**src/rtl/core/wst_pkg.sv**
```systemverilog
// Package for the weighted sum-tree sampler: payload types, codes and sizes.
`default_nettype none
package wst_pkg;
   localparam int LeavesDefault    = 1024;
   localparam int TreeDepthDefault = 10;
   localparam int SlotW  = 10;
   localparam int WeightW = 24;
   localparam int ValueW = 58;
   localparam int SumW   = 34;
   localparam int CountW = 11;

   typedef enum logic [1:0] {
      REQ_INSERT = 2'd0,
      REQ_REMOVE = 2'd1,
      REQ_UPDATE = 2'd2,
      REQ_PICK   = 2'd3
   } req_code_type;

   typedef enum logic [1:0] {
      ST_OK    = 2'd0,
      ST_FULL  = 2'd1,
      ST_UNUSED = 2'd2,
      ST_EMPTY = 2'd3
   } status_code_type;

   typedef struct packed {
      logic [1:0]         req_type;
      logic [SlotW-1:0]   slot_id;
      logic [WeightW-1:0] weight;
      logic [ValueW-1:0]  pick_value;
      logic [WeightW-1:0] base_rate;
   } req_type_type;

   typedef struct packed {
      logic [SlotW-1:0]  slot_out;
      logic [1:0]        status;
      logic [SumW-1:0]   total_sum;
      logic [CountW-1:0] item_count;
   } rsp_type;

   // controller to datapath
   typedef struct packed {
      logic load;     // capture request, start at root or leaf
      logic clr_step; // write one clear address
      logic rd;       // issue node read
      logic mul;      // register product
      logic wr;       // write node (except on a pick) and advance
      logic finish;   // update totals, build response
   } dp_cmd_type;

   // datapath to controller
   typedef struct packed {
      logic clr_done;
      logic walk_done;
      logic reject;
   } dp_status_type;
endpackage
`default_nettype wire

```
**src/rtl/core/wst_ctrl.sv**
```systemverilog
// Controller: sequences the clear sweep and the per-level tree walk.
`default_nettype none
module wst_ctrl
   import wst_pkg::*;
(
   input  wire logic          clock,
   input  wire logic          reset,
   input  wire logic          req_valid,
   output logic               req_ready,
   output logic               rsp_valid,
   input  wire logic          rsp_ready,
   input  wire dp_status_type stat,
   output dp_cmd_type         cmd
);
   typedef enum logic [2:0] {
      S_CLEAR, S_IDLE, S_CHECK, S_READ, S_MUL, S_WRITE, S_DONE
   } state_type;

   state_type state_ff, state_in;
   logic      rsp_valid_ff, rsp_valid_in;

   // next state and commands
   always_comb begin
      state_in     = state_ff;
      rsp_valid_in = rsp_valid_ff;
      cmd          = '0;
      req_ready    = 1'b0;
      if (rsp_valid_ff && rsp_ready) rsp_valid_in = 1'b0;
      unique case (state_ff)
         S_CLEAR: begin
            cmd.clr_step = ~stat.clr_done;
            if (stat.clr_done) state_in = S_IDLE;
         end
         S_IDLE: begin
            req_ready = 1'b1;
            if (req_valid) begin
               cmd.load = 1'b1;
               state_in = S_CHECK;
            end
         end
         S_CHECK: state_in = stat.reject ? S_DONE : S_READ;
         S_READ: begin
            if (stat.walk_done) state_in = S_DONE;
            else begin
               cmd.rd = 1'b1;
               state_in = S_MUL;
            end
         end
         S_MUL: begin
            cmd.mul = 1'b1;
            state_in = S_WRITE;
         end
         S_WRITE: begin
            cmd.wr = 1'b1;
            state_in = S_READ;
         end
         S_DONE: begin
            if (!rsp_valid_ff || rsp_ready) begin
               cmd.finish   = 1'b1;
               rsp_valid_in = 1'b1;
               state_in     = S_IDLE;
            end
         end
         default: state_in = S_IDLE;
      endcase
   end

   // hold state and response valid
   always_ff @(posedge clock) begin
      if (reset) begin
         state_ff     <= S_CLEAR;
         rsp_valid_ff <= 1'b0;
      end else begin
         state_ff     <= state_in;
         rsp_valid_ff <= rsp_valid_in;
      end
   end

   assign rsp_valid = rsp_valid_ff;
endmodule
`default_nettype wire

```
**config.mk**
```make
export PLATFORM = sky130hd
export DESIGN_NAME = wst_ctrl
export DESIGN_NICKNAME = d
export VERILOG_FILES = /design/src/rtl/core/wst_pkg.sv /design/src/rtl/core/wst_ctrl.sv
export SDC_FILE = /design/constraint.sdc
export NUM_CORES = 1
export LEC_CHECK = 0
export ABC_AREA = 1
export BUFFER_PORTS_ARGS = -buffer_cell sky130_fd_sc_hd__buf_2
export CAP_MARGIN = 30
export CORE_AREA = 2 2 39 41
export CTS_BUF_LIST = sky130_fd_sc_hd__clkbuf_4 sky130_fd_sc_hd__clkbuf_8
export DETAILED_ROUTE_END_ITERATION = 10
export DIE_AREA = 0 0 41 43
export GPL_TIMING_DRIVEN = 0
export SLEW_MARGIN = 40
export SYNTH_ARGS = -nofsm -noshare
export SYNTH_HDL_FRONTEND = slang
export SYNTH_SLANG_ARGS = --single-unit
export TNS_END_PERCENT = 10
```
**constraint.sdc**
```tcl
create_clock -name clock -period 0.98 [get_ports clock]
set_input_delay 0.049 -clock clock [delete_from_list [all_inputs] [get_ports clock]]
set_output_delay 0.049 -clock clock [all_outputs]
set_load 0.02 [all_outputs]
```
==> flow_metrics.py <==
metrics = {
    "global_route": {
        "first_global_vias": 315,
        "grt_max_degree": 8,
        "grt_overflow_total": 0,
        "antenna_found_initial": 0,
        "track_usage": 0.116,
        "grt_pass1_wl_um": 1290,
    },
    "final_layout": {
        "nFillCells": 151,
        "drive_gt1_frac": 0.567,
        "antennaDiodeCount": 0,
        "nets": 76,
        "area_growth_pct": 94.3,
        "register_area_um2": 88.8,
        "finalNonFillerCells": 83,
        "multi_input_area_um2": 199,
    },
    "synthesis": {
        "ys_warn_count": 0,
        "synth_cells": 46,
        "ys_seq_area_frac": 0.302,
        "netlist_top_cells_area": "dfxtp_1 30%, inv_1 11%, nor2_1 11%, nand2_1 9.9%, nand3_1 9.4%",
        "synth_top_area_share": 0.302,
        "synth_top_area_cell": "dfxtp_1",
        "ys_ff_latch": 4,
        "yosysUniqueCellTypes": 12,
        "syn_avg_cell_area_um2": 5.77,
        "netlist_area_um2": 265,
        "synth_ff_type": "dfxtp_1",
        "synth_common_cells": "8 x inv_1, 8 x nor2_1, 7 x nand2_1, 5 x nand3_1",
        "synth-edff-count": 0,
        "syn_nets": 53,
        "async_flop_share": 0,
    },
    "floorplan": {
        "rows": 14,
        "fp.dieH_um": 43,
        "pin_count": 15,
        "dieArea_um2": 1760,
        "core_area_um2": 1380,
        "die_w_um": 41,
        "initial_core_util": 0.192,
    },
    "place": {
        "gp_congestion": 0.741,
        "io_buffers": 14,
        "post-place-ws_ns": -0.134,
        "dpl.hpwl_um": 557,
        "dp.cells": 76,
    },
    "route": {
        "post_drt_wl_per_cell_um": 9.73,
        "vias": 342,
        "routed_wl_um": 808,
        "viasPerCell": 4.12,
        "postRouteAntennaNets": 0,
        "drt-initial-drc-count": 5,
        "drc_errors": 0,
        "first_pass_iters": 4,
    },
    "clock_network": {
        "cts_tree": "done",
        "cts-root-buf": "clkbuf_4",
        "clkTransAtPathRegs_ns": 0.04,
        "ctsHtreeMaxLevel": 1,
        "numCtsBuffers": 3,
        "cts_sinks": 4,
        "clkLatencyLatePin_ns": 0.24,
        "clock_path_buffers": 2,
    },
    "power": {
        "power_leakage_nw": 0.265,
        "powerDensity_nw_per_um2": 1410,
        "max-vdd-ir-drop_v": 0.000716,
        "fin_total_pwr_w": 0.000727,
    },
    "timing": {
        "holdWs_ns": 0.116,
        "maxSlewViolCount": 0,
        "setup_violations": 10,
        "slew_headroom": 0.900,
        "max_clock_freq_ghz": 0.946,
        "fin_skew_ns": 0.00242,
        "fin_crit_sh": 1.08,
        "layout_min_cycle_time_ns": 1.06,
        "finalHoldViolCount": 0,
        "rsz0062_at_grt": "yes",
        "tightest_slew_ns": 0.149,
        "fin_ws_ns": -0.0767,
    },
    "setup_path": {
        "cp_data_required_time_ns": 0.93,
        "start_kind": "flop",
        "cp_slowest_cell": "dfxtp_2",
        "cp_max_fo": 5,
        "slowest_delay_ns": 0.33,
        "cp_top_family": "flip-flops",
        "crit_buf_inv": 2,
        "critical_path_class": "flop to output pin",
        "endpoint_kind": "output pin",
        "cp.arrival_ns": 1.01,
        "worstPathCellList": "inv_4, nand2_4, nor2_1, buf_4",
    },
    "min_path": {
        "hold_class": "input port to flop",
    },
    "status": {
        "outcome": "finished, violations left",
        "violations": "negative setup slack",
    },
    "run": {
        "max_cap_violations": 0,
    },
}
power breakdown:
| group | total, W | switching [W] | internal, W |
|---|---|---|---|
| Combinational | 0.000309 | 0.000170 | 0.000139 |
| Clock | 0.000206 | 0.0000692 | 0.000137 |
| Sequential | 0.000211 | 0.0000282 | 0.000183 |
placed cells by master (no fill, tap or decap), drive strengths merged:
master	count
nand2	8
nor3	2
nand3	5
clkbuf	3
or2	1
nor2	10
a21oi	4
buf	17
inv	11
o211ai	1
dfxtp	4
dlygate4sd3	1
flip-flops by register name (all words and copies together) (netlist names):
name,cells
rsp_valid,1
state_ff,3
logic make-up after synthesis:
| group | after synthesis | share of synthesized area |
|---|---|---|
| AO/OA/AOI/OAI | 5 | 0.104 |
| flip-flops | 4 | 0.302 |
| AND/OR/NAND/NOR | 26 | 0.439 |
| buffers and inverters | 11 | 0.156 |
timing repair:
action / 4_1_cts / 5_1_grt
hold buffers: 1 / 0
setup endpoints to repair: 10 / 10
gates resized for setup: 25 / 5
pin swaps: 2 / 0
endpoints found under the hold margin: 2 / 0
setup buffers: 1 / 2
cloned: 0 / 0
final timing paths:
path / from / to / slack [ns] / cells after the start
max: state_ff[1]$_SDFFE_PP0P_ / cmd[1] / -0.08 / 4
min: rsp_ready / rsp_valid$_SDFF_PP0_ / 0.12 / 4
max reg2reg: state_ff[2]$_SDFFE_PP0P_ / state_ff[0]$_SDFFE_PP0P_ / -0.06 / 8
min reg2reg: rsp_valid$_SDFF_PP0_ / rsp_valid$_SDFF_PP0_ / 0.52 / 2
layer usage:
| metal | vias up | GRT usage | wire (um) |
|---|---|---|---|
| li1 | 183 | - | - |
| met1 | 148 | 0.141 | 314 |
| met2 | 11 | 0.159 | 432 |
| met3 | 0 | 0.0785 | 61 |
| met4 | 0 | 0.0400 | 0 |
| met5 | - | 0 | 0 |
worst register-to-register path: stages (launching register included):
cell and delay [ns]:
dfxtp_4 0.40, inv_4 0.07, nand2_4 0.06, nor2_4 0.04, buf_6 0.11, inv_2 0.04
nand3_1 0.07, nor2_1 0.10, nor2_1 0.05
final cells by class:
type                            instances  area share
Sequential cell                         4       0.172
Tap cell                               16      0.0388
Inverter                               11      0.0898
Multi-Input combinational cell         31       0.386
Timing Repair Buffer                   18       0.269
Clock buffer                            3      0.0437
stage by stage:
stage / area (um2) / setup TNS (ns) / util
floorplan: 278 / -0.125 / -
global placement: 368 / -0.232 / 0.266
detailed placement: 368 / -0.288 / 0.266
CTS: 483 / -0.618 / 0.349
global route: 515 / -1.16 / 0.373
finish: 515 / -0.603 / 0.373
Note: power is estimated with default switching activity, not from simulation.
